**config.mk**
```make
export PLATFORM = sky130hd
export DESIGN_NAME = resident_id_number_checker_unit
export DESIGN_NICKNAME = d
export VERILOG_FILES = /design/src/rtl/ridc_pkg.sv /design/src/rtl/ridc_queue.sv /design/src/rtl/ridc_front.sv /design/src/rtl/ridc_back.sv /design/src/rtl/resident_id_number_checker_unit.sv
export SDC_FILE = /design/constraint.sdc
export NUM_CORES = 2
export LEC_CHECK = 0
export BUFFER_PORTS_ARGS = -buffer_cell sky130_fd_sc_hd__buf_2
export CAP_MARGIN = 10
export CORE_MARGIN = 2
export CORE_UTILIZATION = 57
export DETAILED_ROUTE_END_ITERATION = 16
export PLACE_DENSITY_LB_ADDON = 0.2
export SLEW_MARGIN = 40
export SYNTH_ARGS = -nofsm -noshare
export SYNTH_HDL_FRONTEND = slang
export SYNTH_HIERARCHICAL = 1
export SYNTH_SLANG_ARGS = --single-unit
```
**constraint.sdc**
```tcl
create_clock -name clk -period 12.2 [get_ports clk]
set_input_delay 2.44 -clock clk [delete_from_list [all_inputs] [get_ports clk]]
set_output_delay 2.44 -clock clk [all_outputs]
set_load 0.05 [all_outputs]
```
**src/rtl/ridc_pkg.sv**
```systemverilog
package ridc_pkg;

  // Item commands
  typedef enum logic [1:0] {
    CMD_CLEAR = 2'd0,
    CMD_ADD   = 2'd1,
    CMD_CHAR  = 2'd2
  } cmd_t;

  // Result codes
  typedef enum logic [1:0] {
    VERDICT_INVALID = 2'd0,
    VERDICT_MALE    = 2'd1,
    VERDICT_FEMALE  = 2'd2
  } verdict_t;

  // Register indexes (word address bit 2)
  localparam logic REG_YEAR_MIN = 1'b0;
  localparam logic REG_YEAR_MAX = 1'b1;

  localparam int YEAR_W = 14;
  localparam logic [YEAR_W-1:0] YEAR_MIN_RST = 14'd1900;
  localparam logic [YEAR_W-1:0] YEAR_MAX_RST = 14'd2011;

  localparam int POS_W = 5;
  localparam logic [POS_W-1:0] POS_REGION_END = 5'd5;   // last region character
  localparam logic [POS_W-1:0] POS_LAST       = 5'd17;  // check character

  localparam logic [7:0] CH_0 = 8'h30;
  localparam logic [7:0] CH_9 = 8'h39;
  localparam logic [7:0] CH_X = 8'h58;

  // Everything the checker needs once the check character is in
  typedef struct packed {
    logic              bad;
    logic              found;
    logic [YEAR_W-1:0] year;
    logic [6:0]        hi2;      // century digits
    logic [6:0]        lo2;      // year within century
    logic [6:0]        month;
    logic [6:0]        day;
    logic [9:0]        seq;
    logic [3:0]        residue;
    logic [7:0]        ch;
  } job_t;

  // 2^(17-i) mod 11
  function automatic logic [3:0] weight(input logic [POS_W-1:0] pos);
    case (pos)
      5'd0:    weight = 4'd7;
      5'd1:    weight = 4'd9;
      5'd2:    weight = 4'd10;
      5'd3:    weight = 4'd5;
      5'd4:    weight = 4'd8;
      5'd5:    weight = 4'd4;
      5'd6:    weight = 4'd2;
      5'd7:    weight = 4'd1;
      5'd8:    weight = 4'd6;
      5'd9:    weight = 4'd3;
      5'd10:   weight = 4'd7;
      5'd11:   weight = 4'd9;
      5'd12:   weight = 4'd10;
      5'd13:   weight = 4'd5;
      5'd14:   weight = 4'd8;
      5'd15:   weight = 4'd4;
      5'd16:   weight = 4'd2;
      default: weight = 4'd0;
    endcase
  endfunction

  function automatic logic [4:0] month_days(input logic [3:0] month);
    case (month)
      4'd2:    month_days = 5'd28;
      4'd4:    month_days = 5'd30;
      4'd6:    month_days = 5'd30;
      4'd9:    month_days = 5'd30;
      4'd11:   month_days = 5'd30;
      default: month_days = 5'd31;
    endcase
  endfunction

  // v mod 11 for v < 128: quotient by reciprocal 187/2048, exact over this range
  function automatic logic [3:0] mod11(input logic [6:0] v);
    logic [14:0] prod;
    logic [3:0]  q;
    logic [6:0]  r;
    prod  = 15'(v) * 15'd187;
    q     = prod[14:11];
    r     = v - 7'(q * 7'd11);
    mod11 = r[3:0];
  endfunction

endpackage

```
**src/rtl/ridc_queue.sv**
```systemverilog
module ridc_queue #(
  parameter int WIDTH = 8,
  parameter int DEPTH = 2
) (
  input  logic             clk,
  input  logic             rst_n,
  input  logic             push,
  output logic             full,
  input  logic [WIDTH-1:0] wr_data,
  input  logic             pop,
  output logic             empty,
  output logic [WIDTH-1:0] rd_data
);

  localparam int AW = (DEPTH > 1) ? $clog2(DEPTH) : 1;
  localparam int CW = $clog2(DEPTH + 1);
  localparam logic [AW-1:0] PTR_LAST = AW'(DEPTH - 1);
  localparam logic [CW-1:0] CNT_FULL = CW'(DEPTH);

  logic [WIDTH-1:0] mem_r [DEPTH];
  logic [AW-1:0]    wr_ptr_r, wr_ptr_nxt;
  logic [AW-1:0]    rd_ptr_r, rd_ptr_nxt;
  logic [CW-1:0]    cnt_r, cnt_nxt;
  logic             do_push, do_pop;

  assign full    = (cnt_r == CNT_FULL);
  assign empty   = (cnt_r == '0);
  assign do_push = push && !full;
  assign do_pop  = pop && !empty;
  assign rd_data = mem_r[rd_ptr_r];

  always_comb begin
    wr_ptr_nxt = wr_ptr_r;
    rd_ptr_nxt = rd_ptr_r;
    cnt_nxt    = cnt_r;
    if (do_push) begin
      wr_ptr_nxt = (wr_ptr_r == PTR_LAST) ? '0 : wr_ptr_r + 1'b1;
    end
    if (do_pop) begin
      rd_ptr_nxt = (rd_ptr_r == PTR_LAST) ? '0 : rd_ptr_r + 1'b1;
    end
    if (do_push && !do_pop) begin
      cnt_nxt = cnt_r + 1'b1;
    end else if (do_pop && !do_push) begin
      cnt_nxt = cnt_r - 1'b1;
    end
  end

  always_ff @(posedge clk) begin
    if (!rst_n) begin
      wr_ptr_r <= '0;
      rd_ptr_r <= '0;
      cnt_r    <= '0;
    end else begin
      wr_ptr_r <= wr_ptr_nxt;
      rd_ptr_r <= rd_ptr_nxt;
      cnt_r    <= cnt_nxt;
    end
  end

  always_ff @(posedge clk) begin
    if (do_push) begin
      mem_r[wr_ptr_r] <= wr_data;
    end
  end

endmodule

```
**src/rtl/ridc_front.sv**
```systemverilog
module ridc_front #(
  parameter int REGION_ENTRIES = 64
) (
  input  logic            clk,
  input  logic            rst_n,
  input  logic            push,
  output logic            full,
  input  logic [1:0]      in_command,
  input  logic [19:0]     in_region_code,
  input  logic [7:0]      in_char_code,
  output logic            job_push,
  output ridc_pkg::job_t  job_data,
  input  logic            job_full
);

  import ridc_pkg::*;

  localparam int CNT_W = $clog2(REGION_ENTRIES + 1);
  localparam int IDX_W = (REGION_ENTRIES > 1) ? $clog2(REGION_ENTRIES) : 1;
  localparam logic [CNT_W-1:0] CNT_MAX = CNT_W'(REGION_ENTRIES);

  logic [19:0]               cell_r [REGION_ENTRIES];
  logic [REGION_ENTRIES-1:0] match_vec_r, match_vec_nxt;

  logic [CNT_W-1:0]  count_r, count_nxt;
  logic [POS_W-1:0]  pos_r, pos_nxt;
  logic [19:0]       region_r, region_nxt;
  logic [YEAR_W-1:0] year_r, year_nxt;
  logic [6:0]        hi2_r, hi2_nxt;
  logic [6:0]        lo2_r, lo2_nxt;
  logic [6:0]        month_r, month_nxt;
  logic [6:0]        day_r, day_nxt;
  logic [9:0]        seq_r, seq_nxt;
  logic [3:0]        residue_r, residue_nxt;
  logic              bad_r, bad_nxt;
  logic              found_r, found_nxt;
  logic              scan_pend_r, scan_pend_nxt;
  logic              match_vld_r, match_vld_nxt;

  logic       acc;
  logic       cell_we;
  cmd_t       cmd;
  logic       is_digit;
  logic [3:0] digit;
  logic [6:0] res_sum;

  assign full     = job_full;
  assign acc      = push && !job_full;
  assign cmd      = cmd_t'(in_command);
  assign is_digit = (in_char_code >= CH_0) && (in_char_code <= CH_9);
  assign digit    = is_digit ? 4'(in_char_code - CH_0) : 4'd0;
  assign res_sum  = 7'(residue_r) + 7'(digit) * 7'(weight(pos_r));

  // Each cell compares against the finished region code
  always_comb begin
    for (int i = 0; i < REGION_ENTRIES; i++) begin
      match_vec_nxt[i] = (cell_r[i] == region_r) && (CNT_W'(i) < count_r);
    end
  end

  always_comb begin
    job_data.bad     = bad_r;
    job_data.found   = found_r;
    job_data.year    = year_r;
    job_data.hi2     = hi2_r;
    job_data.lo2     = lo2_r;
    job_data.month   = month_r;
    job_data.day     = day_r;
    job_data.seq     = seq_r;
    job_data.residue = residue_r;
    job_data.ch      = in_char_code;
  end

  always_comb begin
    count_nxt     = count_r;
    pos_nxt       = pos_r;
    region_nxt    = region_r;
    year_nxt      = year_r;
    hi2_nxt       = hi2_r;
    lo2_nxt       = lo2_r;
    month_nxt     = month_r;
    day_nxt       = day_r;
    seq_nxt       = seq_r;
    residue_nxt   = residue_r;
    bad_nxt       = bad_r;
    found_nxt     = found_r;
    scan_pend_nxt = 1'b0;
    match_vld_nxt = scan_pend_r;
    cell_we       = 1'b0;
    job_push      = 1'b0;

    // fold in the table scan result
    if (match_vld_r && (|match_vec_r)) begin
      found_nxt = 1'b1;
    end

    if (acc) begin
      case (cmd)
        CMD_CLEAR: begin
          count_nxt     = '0;
          pos_nxt       = '0;
          region_nxt    = '0;
          year_nxt      = '0;
          hi2_nxt       = '0;
          lo2_nxt       = '0;
          month_nxt     = '0;
          day_nxt       = '0;
          seq_nxt       = '0;
          residue_nxt   = '0;
          bad_nxt       = 1'b0;
          found_nxt     = 1'b0;
          scan_pend_nxt = 1'b0;
          match_vld_nxt = 1'b0;
        end
        CMD_ADD: begin
          if (count_r < CNT_MAX) begin
            count_nxt = count_r + 1'b1;
            cell_we   = 1'b1;
            // late add after the scan: compare directly
            if ((pos_r > POS_REGION_END) && (in_region_code == region_r)) begin
              found_nxt = 1'b1;
            end
          end
        end
        CMD_CHAR: begin
          if (pos_r == POS_LAST) begin
            job_push    = 1'b1;
            pos_nxt     = '0;
            region_nxt  = '0;
            year_nxt    = '0;
            hi2_nxt     = '0;
            lo2_nxt     = '0;
            month_nxt   = '0;
            day_nxt     = '0;
            seq_nxt     = '0;
            residue_nxt = '0;
            bad_nxt     = 1'b0;
            found_nxt   = 1'b0;
          end else begin
            if (!is_digit) begin
              bad_nxt = 1'b1;
            end
            case (pos_r) inside
              [5'd0:5'd5]: region_nxt = 20'(region_r * 20'd10 + 20'(digit));
              [5'd6:5'd7]: begin
                year_nxt = 14'(year_r * 14'd10 + 14'(digit));
                hi2_nxt  = 7'(hi2_r * 7'd10 + 7'(digit));
              end
              [5'd8:5'd9]: begin
                year_nxt = 14'(year_r * 14'd10 + 14'(digit));
                lo2_nxt  = 7'(lo2_r * 7'd10 + 7'(digit));
              end
              [5'd10:5'd11]: month_nxt = 7'(month_r * 7'd10 + 7'(digit));
              [5'd12:5'd13]: day_nxt   = 7'(day_r * 7'd10 + 7'(digit));
              default:       seq_nxt   = 10'(seq_r * 10'd10 + 10'(digit));
            endcase
            residue_nxt = mod11(res_sum);
            pos_nxt     = pos_r + 1'b1;
            if (pos_r == POS_REGION_END) begin
              scan_pend_nxt = 1'b1;
            end
          end
        end
        default: ;
      endcase
    end
  end

  always_ff @(posedge clk) begin
    if (!rst_n) begin
      count_r     <= '0;
      pos_r       <= '0;
      region_r    <= '0;
      year_r      <= '0;
      hi2_r       <= '0;
      lo2_r       <= '0;
      month_r     <= '0;
      day_r       <= '0;
      seq_r       <= '0;
      residue_r   <= '0;
      bad_r       <= 1'b0;
      found_r     <= 1'b0;
      scan_pend_r <= 1'b0;
      match_vld_r <= 1'b0;
    end else begin
      count_r     <= count_nxt;
      pos_r       <= pos_nxt;
      region_r    <= region_nxt;
      year_r      <= year_nxt;
      hi2_r       <= hi2_nxt;
      lo2_r       <= lo2_nxt;
      month_r     <= month_nxt;
      day_r       <= day_nxt;
      seq_r       <= seq_nxt;
      residue_r   <= residue_nxt;
      bad_r       <= bad_nxt;
      found_r     <= found_nxt;
      scan_pend_r <= scan_pend_nxt;
      match_vld_r <= match_vld_nxt;
    end
  end

  always_ff @(posedge clk) begin
    match_vec_r <= match_vec_nxt;
    if (cell_we) begin
      cell_r[count_r[IDX_W-1:0]] <= in_region_code;
    end
  end

endmodule

```
**src/rtl/ridc_back.sv**
```systemverilog
module ridc_back (
  input  logic                       job_empty,
  input  ridc_pkg::job_t             job_data,
  output logic                       job_pop,
  input  logic [ridc_pkg::YEAR_W-1:0] year_min,
  input  logic [ridc_pkg::YEAR_W-1:0] year_max,
  input  logic                       out_full,
  output logic                       out_push,
  output logic [1:0]                 out_verdict
);

  import ridc_pkg::*;

  logic       leap;
  logic [4:0] max_day;
  logic [4:0] expect_sum;
  logic [3:0] expect_val;
  logic       month_ok, day_ok, year_ok, seq_ok, check_ok;
  verdict_t   verdict;

  assign job_pop  = !job_empty && !out_full;
  assign out_push = job_pop;

  always_comb begin
    // century rule works on the two digit pairs
    leap = ((job_data.lo2 != 7'd0) && (job_data.lo2[1:0] == 2'd0)) ||
           ((job_data.lo2 == 7'd0) && (job_data.hi2[1:0] == 2'd0));
    month_ok = (job_data.month >= 7'd1) && (job_data.month <= 7'd12);
    max_day  = month_days(job_data.month[3:0]);
    if ((job_data.month == 7'd2) && leap) begin
      max_day = 5'd29;
    end
    day_ok  = (job_data.day >= 7'd1) && (job_data.day <= 7'(max_day));
    year_ok = (job_data.year >= year_min) && (job_data.year <= year_max);
    seq_ok  = (job_data.seq != 10'd0);

    expect_sum = 5'd12 - 5'(job_data.residue);
    expect_val = (expect_sum >= 5'd11) ? 4'(expect_sum - 5'd11) : expect_sum[3:0];
    if (expect_val == 4'd10) begin
      check_ok = (job_data.ch == CH_X);
    end else begin
      check_ok = (job_data.ch == CH_0 + 8'(expect_val));
    end

    if (!job_data.bad && job_data.found && month_ok && day_ok && year_ok &&
        seq_ok && check_ok) begin
      verdict = job_data.seq[0] ? VERDICT_MALE : VERDICT_FEMALE;
    end else begin
      verdict = VERDICT_INVALID;
    end
    out_verdict = verdict;
  end

endmodule

```
**src/rtl/resident_id_number_checker_unit.sv**
```systemverilog
// Resident identity number checker. Feed one item per clock: a clear (empties
// the region table and restarts the number), an add (appends a six-digit region
// code, dropped when the table is full, never disturbing a number in flight) or
// an id character. Characters 1-17 are accumulated on the fly: region code, birth
// date, sequence and the MOD 11-2 running residue; once the region code is complete
// all table cells compare against it in parallel, and later adds compare as they
// arrive. The 18th character closes the number and yields one verdict (0 invalid,
// 1 valid male, 2 valid female) via the job queue and the checker into the result
// queue. The block takes one item every cycle; the front stalls (full) only when
// two finished numbers wait for the checker, which in turn waits only on a full
// result queue. The region table has no reset and needs no clearing pass: entries
// above the fill count are ignored. year_min/year_max live at byte addresses 0 and
// 4 and may be changed only when the block is idle.
module resident_id_number_checker_unit #(
  parameter int REGION_ENTRIES = 64
) (
  input  logic        clk,
  input  logic        rst_n,
  // input item queue side
  input  logic        push,
  output logic        full,
  input  logic [1:0]  in_command,
  input  logic [19:0] in_region_code,
  input  logic [7:0]  in_char_code,
  // result queue side
  output logic        empty,
  input  logic        pop,
  output logic [1:0]  out_verdict,
  // configuration port
  input  logic        psel,
  input  logic        penable,
  input  logic        pwrite,
  input  logic [2:0]  paddr,
  input  logic [31:0] pwdata,
  output logic [31:0] prdata,
  output logic        pready
);

  import ridc_pkg::*;

  localparam int QUEUE_DEPTH = 2;

  logic [YEAR_W-1:0] year_min_r, year_max_r;
  logic              cfg_wr;

  job_t       job_in, job_out;
  logic       job_push, job_full, job_pop, job_empty;
  logic       out_push, out_full;
  logic [1:0] back_verdict;

  // Config registers: write on the access phase, read back zero-extended
  assign pready = 1'b1;
  assign cfg_wr = psel && penable && pwrite && pready;
  assign prdata = (paddr[2] == REG_YEAR_MAX) ? 32'(year_max_r) : 32'(year_min_r);

  always_ff @(posedge clk) begin
    if (!rst_n) begin
      year_min_r <= YEAR_MIN_RST;
      year_max_r <= YEAR_MAX_RST;
    end else if (cfg_wr) begin
      if (paddr[2] == REG_YEAR_MIN) begin
        year_min_r <= pwdata[YEAR_W-1:0];
      end else begin
        year_max_r <= pwdata[YEAR_W-1:0];
      end
    end
  end

  // Front: accept, classify and accumulate
  ridc_front #(
    .REGION_ENTRIES(REGION_ENTRIES)
  ) u_front (
    .clk            (clk),
    .rst_n          (rst_n),
    .push           (push),
    .full           (full),
    .in_command     (in_command),
    .in_region_code (in_region_code),
    .in_char_code   (in_char_code),
    .job_push       (job_push),
    .job_data       (job_in),
    .job_full       (job_full)
  );

  // Finished numbers wait here for the checker
  ridc_queue #(
    .WIDTH ($bits(job_t)),
    .DEPTH (QUEUE_DEPTH)
  ) u_job_q (
    .clk     (clk),
    .rst_n   (rst_n),
    .push    (job_push),
    .full    (job_full),
    .wr_data (job_in),
    .pop     (job_pop),
    .empty   (job_empty),
    .rd_data (job_out)
  );

  // Back: judge region hit, date, year range, sequence and check character
  ridc_back u_back (
    .job_empty   (job_empty),
    .job_data    (job_out),
    .job_pop     (job_pop),
    .year_min    (year_min_r),
    .year_max    (year_max_r),
    .out_full    (out_full),
    .out_push    (out_push),
    .out_verdict (back_verdict)
  );

  // Verdicts hold here until popped
  ridc_queue #(
    .WIDTH (2),
    .DEPTH (QUEUE_DEPTH)
  ) u_out_q (
    .clk     (clk),
    .rst_n   (rst_n),
    .push    (out_push),
    .full    (out_full),
    .wr_data (back_verdict),
    .pop     (pop),
    .empty   (empty),
    .rd_data (out_verdict)
  );

  // A finished number never meets a full job queue
  a_job_room: assert property (@(posedge clk) disable iff (!rst_n)
    job_push |-> !job_full)
    else $error("job pushed into full queue");

  // The checker only hands over a verdict when there is room
  a_out_room: assert property (@(posedge clk) disable iff (!rst_n)
    out_push |-> !out_full)
    else $error("verdict pushed into full queue");

  // A pushed job is visible to the checker on the next cycle
  a_job_seen: assert property (@(posedge clk) disable iff (!rst_n)
    job_push |=> !job_empty)
    else $error("job lost after push");

endmodule

```
==> results.toml <==
[setup_path]
cp_slowest_cell = "fa_1"
required_ns = 12.84
r2r_slack_ns = 3.16
cp-start-kind = "primary input"
cp-end-kind = "flip-flop"
slowest_delay_ns = 0.56
worstPathArrival_ns = 11.92
crit_type = "in2reg"
cp_common_cell = "fa_1"
path_max_fanout = 7

[clock_network]
clkLatencyLatePin_ns = 0.82
cts_made_buffers = 165
cts_buffer_depth = 3
ctsHoldBuffers = 0
clk_pin_slew_worst_paths_ns = 0.06
cts.htree.levels = 4
cts_root_buf = "clkbuf_16"
postCtsSetupRepairBufs = 0
ctsResizeCount = 0
numClockSinks = 1599
cts_tree = "done"

[power_and_ir_drop]
p_int_uw = 8940
p_leak_uw = 0.0299
clockPowerShare_pct = 44.8
sw_frac_of_total_pct = 21.2
power.sequential.fraction_pct = 52.5
p_comb_share_pct = 2.7
p_sw_uw = 2410
max-vdd-ir-drop_v = 0.000142
p_per_area_nw_per_um2 = 141

[logic_synthesis]
avgSynthCellArea_um2 = 14.2
netlist_area_um2 = 72300
yosysWarningCount = 6
synthCells = 5095

[place]
io_buffers = 69
dp_hpwl_um = 110000
gp_congestion = 0.834

[die]
start_util_pct = 57.5
num_rows = 130
ios = 109
core_um2 = 126000
die_x_um = 360
die_h_um = 360
dieArea_um2 = 130000

[drt]
drt_wl_total_um = 199000
routedWlPerCell_um = 28.2
vias_per_cell = 6.15
route.vias.total = 43245
dr.pass1.iters = 5
drc = 0
ant_nets = 0
drtIter0Drc = 5207

[global_route]
grt_util_all_layers_pct = 30.6
grt_pass1_wl_um = 288000
grt_pass1_vias = 42157
grt_max_degree = 81
antenna_found_initial = 5
overflow = 0

[cells_and_area]
layout_commonest_cell = "edfxtp_1"
regArea_um2 = 46200
nFillCells = 9110
syn2layout_area_growth_pct = 11.5
nNetsFinal = 5539
drive_gt1_share_pct = 10.9
layout_common_cells = "1406 x edfxtp_1, 915 x xor2_1, 491 x xnor2_1, 268 x nor4_1, 198 x nor2_1"
multi_input_area_um2 = 24700

[timing]
slew_headroom_pct = 32.1
setup_viol = 0
final_hold_viol_count = 0
fin_skew_ns = 0.0563
hold_slack_ns = 0.453
worstMarginPinSlew_ns = 1.02
period_needed_ns = 11.28
slew_violations = 0
max_freq_mhz = 88.6
finalSetupTns_ns = 0
rsz0062_at_grt = "false"
fin_crit_sh_pct = 92.5

[run_status]
status = "finished, final reports clean"

[flow_run]
drv_cap = 0

[worst_hold_path]
holdCritPathClass = "reg2reg"
[area by class of cell]
| type | instances | share of cell area, % |
|---|---|---|
| Antenna cell | 3 | 0.00931 |
| Clock buffer | 242 | 5.83 |
| Clock inverter | 65 | 1.04 |
| Inverter | 146 | 0.680 |
| Multi-Input combinational cell | 3110 | 30.6 |
| Sequential cell | 1599 | 57.2 |
| Tap cell | 1650 | 2.56 |
| Timing Repair Buffer | 222 | 1.98 |
[routing by layer]
metal | global-route usage, % | up-vias | share of wire (%)
met5 | 0 | - | 0.0065
met4 | 10.3 | 2 | 3.3
met3 | 4.93 | 358 | 9.7
met2 | 50.2 | 2223 | 48
met1 | 41.7 | 21900 | 39
li1 | - | 18762 | -
[worst max-delay path, delay by kind of cell]
| kind | cells | cell delay, ns |
|---|---|---|
| compound gates | 10 | 1.74 |
| buf+inv | 7 | 0.55 |
| xor+xnor | 5 | 0.83 |
| simple gates | 6 | 1.15 |
| fa+ha+maj | 12 | 5.18 |
[metrics by stage]
stage                     setup WS (ns)  std cells  utilization, %  cell area [µm²]  total power, µW
after floorplan                   0.631       5112               -            72400             6200
after global placement            0.214       6726            59.6            75000             6370
after detailed placement          0.103       6726            59.7            75100             6380
after CTS                         0.860       7033            64.1            80600            11400
after global routing              0.371       7034            64.1            80600            11600
final                             0.918       7037            64.1            80600            11300
[power by group through the flow]
| stage | Clock (µW) | Sequential (µW) | Combinational [µW] |
|---|---|---|---|
| after global placement | 0 | 6070 | 301 |
| after global routing | 5350 | 5950 | 323 |
| after floorplan | 0 | 6070 | 125 |
| after detailed placement | 0 | 6070 | 306 |
| final | 5080 | 5950 | 309 |
| after CTS | 5130 | 5950 | 307 |
[sequential cells by signal, summed over array words and instances, names as in the netlist, 5 cells and up, named ones only]
signal,count
u_front/seq_r,10
u_front/pos_r,5
u_front/count_r,7
u_front/month_r,7
u_front/match_vec_r,64
year_min_r,14
u_front/day_r,7
u_front/region_r,20
u_front/lo2_r,7
u_front/year_r,14
u_front/cell_r,1280
u_job_q/mem_r,122
year_max_r,14
[path summary, 6_finish.rpt]
check | start | cells past startpoint | to
hold / removal | u_front/lo2_r[6]$_SDFFE_PN0P_ | 0 | u_job_q/mem_r[1][42]$_DFFE_PP_
setup reg to reg | flip-flop | 36 | u_front/residue_r[3]$_SDFFE_PN0P_
setup / recovery | in_char_code[1] | 40 | u_front/residue_r[3]$_SDFFE_PN0P_
hold reg to reg | u_front/lo2_r[6]$_SDFFE_PN0P_ | 0 | u_job_q/mem_r[1][42]$_DFFE_PP_
Power figures use the tool's default switching activity.
